[src/plnp_pkg.sv]
`timescale 1ns / 1ps
// Shared types and constants for the polyline nearest-point store.
// Used by the controller, the datapath, the top level and the checker.
package plnp_pkg;

   localparam int MAX_POINTS_DEF = 256;
   localparam int COORD_W        = 16;
   localparam int SQ_W           = 33;
   localparam int DIST_W         = 34;
   localparam int POINT_W        = 2 * COORD_W;

   typedef enum logic [1:0] {
      FN_START  = 2'd0,
      FN_INSERT = 2'd1,
      FN_MOVE   = 2'd2,
      FN_QUERY  = 2'd3
   } func_type;

   typedef enum logic [1:0] {
      ST_OK    = 2'd0,
      ST_DUP   = 2'd1,
      ST_FULL  = 2'd2,
      ST_EMPTY = 2'd3
   } status_type;

   typedef enum logic [1:0] {
      WR_REQ   = 2'd0,
      WR_RD    = 2'd1,
      WR_MOVED = 2'd2
   } wr_src_type;

   typedef struct packed {
      logic       req_load;
      logic       rd_en;
      logic       scan_rd;
      logic       ofs_load;
      logic       wr_en;
      wr_src_type wr_src;
      logic       cnt_set1;
      logic       cnt_incr;
      logic       rsp_load;
      status_type rsp_status;
      logic       rsp_coords;
   } ctrl_cmd_type;

   typedef struct packed {
      logic scan_busy;
      logic best_zero;
      logic cnt_zero;
      logic cnt_full;
      logic rsp_hold;
   } dp_stat_type;

endpackage

[src/plnp_ctrl.sv]
`timescale 1ns / 1ps
// Sequencer for the polyline store: scan, shift, move and response steps.
// Depends on plnp_pkg; drives the datapath through ctrl_cmd_type.
module plnp_ctrl
   import plnp_pkg::*;
#(
   parameter int MAX_POINTS = MAX_POINTS_DEF
) (
   input  logic                            clock,
   input  logic                            reset,
   input  logic                            req_valid,
   output logic                            req_stall,
   input  logic [1:0]                      req_func,
   input  dp_stat_type                     stat,
   input  logic [$clog2(MAX_POINTS+1)-1:0] count,
   input  logic [$clog2(MAX_POINTS)-1:0]   best_idx,
   output ctrl_cmd_type                    cmd,
   output logic [$clog2(MAX_POINTS)-1:0]   rd_addr,
   output logic [$clog2(MAX_POINTS)-1:0]   wr_addr,
   output logic [$clog2(MAX_POINTS)-1:0]   rsp_index
);

   localparam int AW = $clog2(MAX_POINTS);
   localparam int CW = $clog2(MAX_POINTS + 1);

   typedef enum logic [3:0] {
      S_IDLE,
      S_SCAN,
      S_DRAIN,
      S_DECIDE,
      S_SHIFT,
      S_SHIFT_WB,
      S_PUT,
      S_MOVE_BASE,
      S_MOVE_OFS,
      S_MOVE,
      S_MOVE_WB,
      S_RESP
   } state_type;

   state_type     state_ff, state_in;
   logic [AW-1:0] ptr_ff, ptr_in;
   logic          wb_pend_ff, wb_pend_in;
   logic [AW-1:0] wb_addr_ff, wb_addr_in;
   func_type      func_ff, func_in;
   logic [AW-1:0] pos_ff, pos_in;
   status_type    rsp_status_ff, rsp_status_in;
   logic [AW-1:0] rsp_index_ff, rsp_index_in;
   logic          rsp_coords_ff, rsp_coords_in;

   logic [CW-1:0] last;
   logic          ptr_last;

   assign last     = count - CW'(1);
   assign ptr_last = (CW'(ptr_ff) == last);

   always_comb begin
      state_in      = state_ff;
      ptr_in        = ptr_ff;
      wb_pend_in    = wb_pend_ff;
      wb_addr_in    = wb_addr_ff;
      func_in       = func_ff;
      pos_in        = pos_ff;
      rsp_status_in = rsp_status_ff;
      rsp_index_in  = rsp_index_ff;
      rsp_coords_in = rsp_coords_ff;
      cmd           = '0;
      cmd.wr_src    = WR_REQ;
      cmd.rsp_status = rsp_status_ff;
      cmd.rsp_coords = rsp_coords_ff;
      rd_addr       = ptr_ff;
      wr_addr       = wb_addr_ff;
      req_stall     = 1'b1;

      case (state_ff)
         S_IDLE: begin
            req_stall = 1'b0;
            if (req_valid) begin
               cmd.req_load  = 1'b1;
               func_in       = func_type'(req_func);
               ptr_in        = '0;
               wb_pend_in    = 1'b0;
               rsp_coords_in = 1'b0;
               rsp_index_in  = '0;
               rsp_status_in = ST_OK;
               if (func_type'(req_func) == FN_START) begin
                  pos_in   = '0;
                  state_in = S_PUT;
               end else if (stat.cnt_zero) begin
                  rsp_status_in = ST_EMPTY;
                  state_in      = S_RESP;
               end else if (func_type'(req_func) == FN_MOVE) begin
                  state_in = S_MOVE_BASE;
               end else begin
                  state_in = S_SCAN;
               end
            end
         end
         S_SCAN: begin
            cmd.rd_en   = 1'b1;
            cmd.scan_rd = 1'b1;
            if (ptr_last) begin
               state_in = S_DRAIN;
            end else begin
               ptr_in = ptr_ff + AW'(1);
            end
         end
         S_DRAIN: begin
            if (!stat.scan_busy) begin
               state_in = S_DECIDE;
            end
         end
         S_DECIDE: begin
            rsp_index_in = best_idx;
            if (func_ff == FN_QUERY) begin
               rsp_status_in = ST_OK;
               rsp_coords_in = 1'b1;
               state_in      = S_RESP;
            end else if (stat.best_zero) begin
               rsp_status_in = ST_DUP;
               state_in      = S_RESP;
            end else if (stat.cnt_full) begin
               rsp_status_in = ST_FULL;
               state_in      = S_RESP;
            end else if (CW'(best_idx) == last) begin
               pos_in   = AW'(count);
               state_in = S_PUT;
            end else begin
               pos_in     = best_idx;
               ptr_in     = AW'(last);
               wb_pend_in = 1'b0;
               state_in   = S_SHIFT;
            end
         end
         S_SHIFT: begin
            cmd.rd_en  = 1'b1;
            cmd.wr_en  = wb_pend_ff;
            cmd.wr_src = WR_RD;
            wb_pend_in = 1'b1;
            wb_addr_in = ptr_ff + AW'(1);
            if (ptr_ff == pos_ff) begin
               state_in = S_SHIFT_WB;
            end else begin
               ptr_in = ptr_ff - AW'(1);
            end
         end
         S_SHIFT_WB: begin
            cmd.wr_en  = 1'b1;
            cmd.wr_src = WR_RD;
            wb_pend_in = 1'b0;
            state_in   = S_PUT;
         end
         S_PUT: begin
            cmd.wr_en     = 1'b1;
            cmd.wr_src    = WR_REQ;
            wr_addr       = pos_ff;
            cmd.cnt_set1  = (func_ff == FN_START);
            cmd.cnt_incr  = (func_ff != FN_START);
            rsp_status_in = ST_OK;
            rsp_index_in  = pos_ff;
            state_in      = S_RESP;
         end
         S_MOVE_BASE: begin
            cmd.rd_en = 1'b1;
            rd_addr   = '0;
            state_in  = S_MOVE_OFS;
         end
         S_MOVE_OFS: begin
            cmd.ofs_load = 1'b1;
            ptr_in       = '0;
            wb_pend_in   = 1'b0;
            state_in     = S_MOVE;
         end
         S_MOVE: begin
            cmd.rd_en  = 1'b1;
            cmd.wr_en  = wb_pend_ff;
            cmd.wr_src = WR_MOVED;
            wb_pend_in = 1'b1;
            wb_addr_in = ptr_ff;
            if (ptr_last) begin
               state_in = S_MOVE_WB;
            end else begin
               ptr_in = ptr_ff + AW'(1);
            end
         end
         S_MOVE_WB: begin
            cmd.wr_en     = 1'b1;
            cmd.wr_src    = WR_MOVED;
            wb_pend_in    = 1'b0;
            rsp_status_in = ST_OK;
            rsp_index_in  = '0;
            state_in      = S_RESP;
         end
         S_RESP: begin
            if (!stat.rsp_hold) begin
               cmd.rsp_load = 1'b1;
               state_in     = S_IDLE;
            end
         end
         default: begin
            state_in = S_IDLE;
         end
      endcase
   end

   assign rsp_index = rsp_index_ff;

   always_ff @(posedge clock) begin
      if (reset) begin
         state_ff   <= S_IDLE;
         wb_pend_ff <= 1'b0;
      end else begin
         state_ff   <= state_in;
         wb_pend_ff <= wb_pend_in;
      end
      ptr_ff        <= ptr_in;
      wb_addr_ff    <= wb_addr_in;
      func_ff       <= func_in;
      pos_ff        <= pos_in;
      rsp_status_ff <= rsp_status_in;
      rsp_index_ff  <= rsp_index_in;
      rsp_coords_ff <= rsp_coords_in;
   end

endmodule

[config.mk]
export PLATFORM = sky130hd
export DESIGN_NAME = plnp_ctrl
export DESIGN_NICKNAME = d
export VERILOG_FILES = /design/src/plnp_pkg.sv /design/src/plnp_ctrl.sv
export SDC_FILE = /design/constraint.sdc
export NUM_CORES = 1
export LEC_CHECK = 0
export ABC_AREA = 0
export BUFFER_PORTS_ARGS = -buffer_cell sky130_fd_sc_hd__clkbuf_2
export CORE_ASPECT_RATIO = 1.1
export CORE_MARGIN = 5
export CORE_UTILIZATION = 35
export CTS_CLUSTER_DIAMETER = 120
export CTS_CLUSTER_SIZE = 40
export DETAILED_ROUTE_END_ITERATION = 12
export GPL_ROUTABILITY_DRIVEN = 0
export PLACE_DENSITY = 0.53
export SLEW_MARGIN = 15
export SYNTH_ARGS = -nofsm -noshare
export SYNTH_HDL_FRONTEND = slang
export SYNTH_SLANG_ARGS = --single-unit
[constraint.sdc]
create_clock -name clock -period 8.3 [get_ports clock]
set_clock_uncertainty 0.05 [all_clocks]
set_input_delay 1.245 -clock clock [delete_from_list [all_inputs] [get_ports clock]]
set_output_delay 1.245 -clock clock [all_outputs]
set_load 0.05 [all_outputs]
# [Word-level counts from Yosys, hierarchy flattened]
# Index checks and enable logic that the tools add are counted.
[classes] add_sub_neg=3 n_eq_ne=31 muxes=58 n_reduce_logical=23
[op_table] cell="$mux 8" n=15
[op_table] cell="$mux 4" n=11
[op_table] cell="$pmux 4 s11" n=1
[op_table] cell="$pmux 8 s5" n=1
[op_table] cell="$pmux 8 s2" n=2
[op_table] cell="$pmux 8 s4" n=1
[op_table] cell="$ne 2x2->1 const B" n=14
[op_table] cell="$eq 8x9->1" n=2
[op_table] cell="$reduce_and 6->1" n=3
[op_table] cell="$eq 4x3->1 const B" n=4
[op_table] cell="$eq 4x4->1 const B" n=4
[op_table] cell="$mux 2" n=8
[op_table] cell="$pmux 3 s5" n=1
[op_table] cell="$mux 1" n=14
[op_table] cell="$sub 9x1->9 const B" n=1
[op_table] cell="$add 8x1->8 const B" n=1
[op_table] cell="$eq 4x2->1 const B" n=2
[op_table] cell="$eq 8x8->1" n=1
[op_table] cell="$reduce_and 8->1" n=1
[op_table] cell="$reduce_bool 4->1" n=2
[op_table] cell="$sub 8x1->8 const B" n=1
[op_table] cell="$pmux 2 s3" n=1
[op_table] cell="$reduce_and 3->1" n=2
[op_table] cell="$reduce_bool 2->1" n=3
[op_table] cell="other kinds (14)" n=19
[word_totals] regBits=42 input_bits=27 out_inout_bits=38 elab_cells=124

# [Logic depth before layout (Yosys ltp)]
[depth] depth_word=7 mapped_depth=12 ltp_nobuf=9

# [Worst setup path after synthesis]
# Ideal clock, no wire load.
[synth_timing] kind="input to register" from="input port count[0]" to="register ptr_ff[0], enable pin" setup_ps=279 t_arrival_ps=3449 t_required_ps=7971 path_slack_ps=4522 stages=11 n_path_buf=3 cell_sequence="buf_2 > inv_1 > ha_1 > or3b_1 > buf_2 > nor3_2 > xnor2_1 > o221ai_1 > or3_1 > buf_6 > o211a_1"
[synth_via] elab_chain_cells=4 word_cells_on_any_way=6 classes_between="add/sub: 1; eq/ne: 4; reduce/logical: 1"
[synth_lines] element="start, declared" line="plnp_ctrl.sv:15" text="input logic [$clog2(MAX_POINTS+1)-1:0] count,"
[synth_lines] element="$sub 9x1->9 (*)" line="plnp_ctrl.sv:54" text="assign last = count - CW'(1);"
[synth_lines] element="$eq 8x9->1 (on tied branches)" line="plnp_ctrl.sv:125, plnp_ctrl.sv:55"
[synth_lines] element="$ne 2x2->1 (no source line)"
[synth_lines] element="$reduce_and 8->1 (no source line) (*)"
[synth_lines] element="end signal, assigned" line="plnp_ctrl.sv:216" text="ptr_ff <= ptr_in;"
[synth_lines] element="end, declared" line="plnp_ctrl.sv:42" text="logic [AW-1:0] ptr_ff, ptr_in;"
# Mark *: on every way between the ends. The rest lies on a longest branch, timed or not.
# A chain may end at the register's enable or synchronous reset.

# [Final worst setup path]
[layout_timing] from="input port count[0]" to="register ptr_ff[5], enable pin"
# The elaborated chain is that of the path after synthesis.

==> run_results.csv <==
group,metric,value,unit
clock_network,post_cts_resized,0,
timing,finalMaxSlewViolations,0,
cells_and_area,final_common_cell,"nand2_1",
hold_path,min-delay-start,"wb_pend_ff",
cells_and_area,layout-drive-gt1-share,19.5,%
global_routing,grt_max_degree,30,
setup_path,critical_path_required,8260,ps
setup_path,setup.reg_to_reg.worst_slack,5030,ps
timing,setup_total_negative_slack,0,ps
clock_network,clk_latency,290,ps
routing,detail_route.wirelength,9470,um
setup_path,worst-r2r-cell-count,7,
routing,drt_first_iter_violations,229,
pwr,power_density,354,nW/um^2
clock_network,cts-root-to-sink-buffers,2,
yosys,synthesis.nets,423,
yosys,yosys.area_share.simple,24.7,%
clock_network,cts_tree,"yes",
routing,ant_nets,0,
setup_path,worstSetupStartpointType,"primary input",
pwr,cellLeakagePower,1.55,nW
yosys,synth_xor_area_share,9.83,%
clock_network,clock_sinks,42,
clock_network,ctsHoldBuffers,0,
yosys,postSynthCellCount,393,
global_routing,number_of_antenna_violations_at_the_first_check_in_global_routing,0,
global_routing,number_of_global_route_vias_before_repair,2963,
timing,setup_repair_after_global_routing_missed_its_margin,"no",
pwr,peakVddDrop,0.000150,V
yosys,synth_enable_flop_cells,37,
die,die_y,112,um
timing,timing_worst_slew_pin_value,895,ps
yosys,synth.distinct_cells,55,
setup_path,worstSetupEndpointType,"flop",
clock_network,cts_buffers,5,
setup_path,critical_path.max_fanout,10,
routing,post_drt_via_cell_ratio,5.40,
yosys,ys.warnings.count,0,
timing,final_min_period_over_clock_period,46.9,%
timing,finalHoldViolCount,0,
flow_run,max_cap_viol_count,0,
cells_and_area,final_core_util,40.3,%
yosys,seq_area_frac_synth,36.7,%
die,count_of_standard_cell_rows,37,
cells_and_area,insertedDiodeCount,0,
global_routing,grt_overflow_total,0,
timing,period_needed,3890,ps
global_routing,gr-usage-all-layers,17.0,%
global_routing,wire_length_of_the_first_global_routing_pass,15500,um
yosys,synth_compound_area_share,18.6,%
placed_design,post-dp-hpwl,7320,um
yosys,syn-cell-area,3300,um^2
yosys,synth_top_family_by_area,"simple AND/OR/NAND/NOR gates",
routing,detail_route.wl_per_cell,17.2,um
die,die_width,103,um
die,floorplan.io_pins,65,
routing,drc,0,
clock_network,clock_tree.htree_level_count,2,
hold_path,hold_end,"wb_pend_ff",
setup_path,path_class,"primary input to flop",
hold_path,hold_class,"flop to flop",
timing,final_setup_vio_count,0,
yosys,async_flop_share,0,%
status,status,"complete, no violations",
die,core_area,9310,um^2
clock_network,cts_clk_pin_slew_worst_paths,80,ps
die,fp.dieArea,11500,um^2
cells_and_area,areaGrowthSynthToFinish,13.6,%
setup_path,critical_path.reg2reg.endpoint,"ptr_ff[5]",
timing,slew_headroom,40.3,%
clock_network,ctsRootBufferMaster,"clkbuf_8",
pwr,totalPowerFinal,1.33,mW
routing,route.vias.total,2981,
die,starting_density_of_the_core,35.4,%
timing,max_clk_rate,257,MHz
yosys,synth.avg_cell_area,8.39,um^2
routing,drt_first_pass_iters,4,
cells_and_area,final_cell_mix,"nand2_1 (65), clkbuf_2 (64), edfxtp_1 (37), nor2_1 (30), xnor2_1 (19)",
setup_path,r2r_start,"state_ff[0]",
cells_and_area,fill_cells,989,
yosys,postSynth.topFlopCell,"edfxtp_1",
clock_network,postCtsSetupRepairBufs,0,
yosys,ys_ff_latch,42,
setup_path,worst_ep_arrival_time,3850,ps
hold_path,hold_depth,2,
placed_design,place.port_buffers,64,
yosys,post_synth_fa_ha_maj_area_fraction,1.14,%
yosys,yosys-mux-area-fraction,3.42,%
cells_and_area,final_nets,464,
layout make-up:
class / instances / area (um^2) / share of cell area, %
clock buffer: 5 / 68.8 / 1.84
clock inverter: 3 / 40.0 / 1.07
inverter: 12 / 45.0 / 1.20
multi-input combinational: 307 / 1900 / 50.7
sequential: 42 / 1210 / 32.3
tap: 117 / 146 / 3.91
timing repair buffer: 66 / 335 / 8.95
how the worst max path moves through the flow:
stage,from,end,slack (ps),cells past startpoint
6_report,count[0],ptr_ff[5],4410,9
5_1_grt,count[0],ptr_ff[3],4310,9
3_3_place_gp,count[0],ptr_ff[7],4210,9
2_1_floorplan,count[0],ptr_ff[0],4520,11
4_1_cts,count[0],ptr_ff[3],4430,9
3_5_place_dp,count[0],ptr_ff[7],4110,9
report_power, final:
part / total, mW / leakage (nW) / switching (mW) / internal (mW)
Combinational: 0.706 / 1.10 / 0.488 / 0.218
Clock: 0.161 / 0.0579 / 0.0726 / 0.0886
Sequential: 0.458 / 0.399 / 0.130 / 0.328
routing by layer:
metal | vias up | part of all wire [%] | global-route usage (%)
met5 | - | 0 | 0
met4 | 0 | 1.3 | 4.29
met3 | 9 | 5.5 | 3.01
met2 | 81 | 48 | 27.1
met1 | 1400 | 46 | 23.6
li1 | 1491 | - | -
cell families after synthesis:
logic type,count (synthesis)
mux,11
buf+inv,44
compound gates,87
flops,42
xor+xnor,37
simple gates,169
fa+ha+maj,3
metrics by stage:
| stage | worst slack, ps | hold slack [ps] | area (um^2) | std cells |
|---|---|---|---|---|
| 6_report | 4410 | 541 | 3750 | 552 |
| 5_1_grt | 4310 | 566 | 3750 | 552 |
| 4_1_cts | 4430 | 547 | 3750 | 552 |
| 3_5_place_dp | 4110 | 530 | 3640 | 544 |
| 3_3_place_gp | 4210 | 504 | 3640 | 544 |
| 2_1_floorplan | 4520 | 461 | 3300 | 393 |
sequential cells by signal, summed over array words and instances (netlist names):
register / cells
rsp_index: 8
state_ff: 4
rsp_status_ff: 2
pos_ff: 8
func_ff: 2
wb_pend_ff: 1
rsp_coords_ff: 1
ptr_ff: 8
wb_addr_ff: 8
worst max-delay path: stages:
cell	delay (ps)
clkbuf_2	180
inv_1	100
ha_1	220
or3b_1	460
nor3_2	250
xnor2_1	180
o221ai_1	150
or3_1	630
o211a_1	440
Yosys cell counts, drive strengths merged (8+ instances only):
| master | instances | area share (%) |
|---|---|---|
| o21ai | 16 | 2.4 |
| nand3 | 11 | 1.7 |
| mux2i | 9 | 2.7 |
| inv | 12 | 1.4 |
| edfxtp | 37 | 34 |
| nor2 | 30 | 3.4 |
| a211oi | 9 | 2.2 |
| xor2 | 18 | 4.8 |
| clkbuf | 24 | 2.7 |
| nand2b | 14 | 2.7 |
| xnor2 | 19 | 5.0 |
| buf | 8 | 1.6 |
| nor3 | 15 | 2.4 |
| a21oi | 13 | 2.0 |
| and2 | 10 | 1.9 |
| nand2 | 65 | 7.4 |
Note: power is estimated with default switching activity, not from simulation.
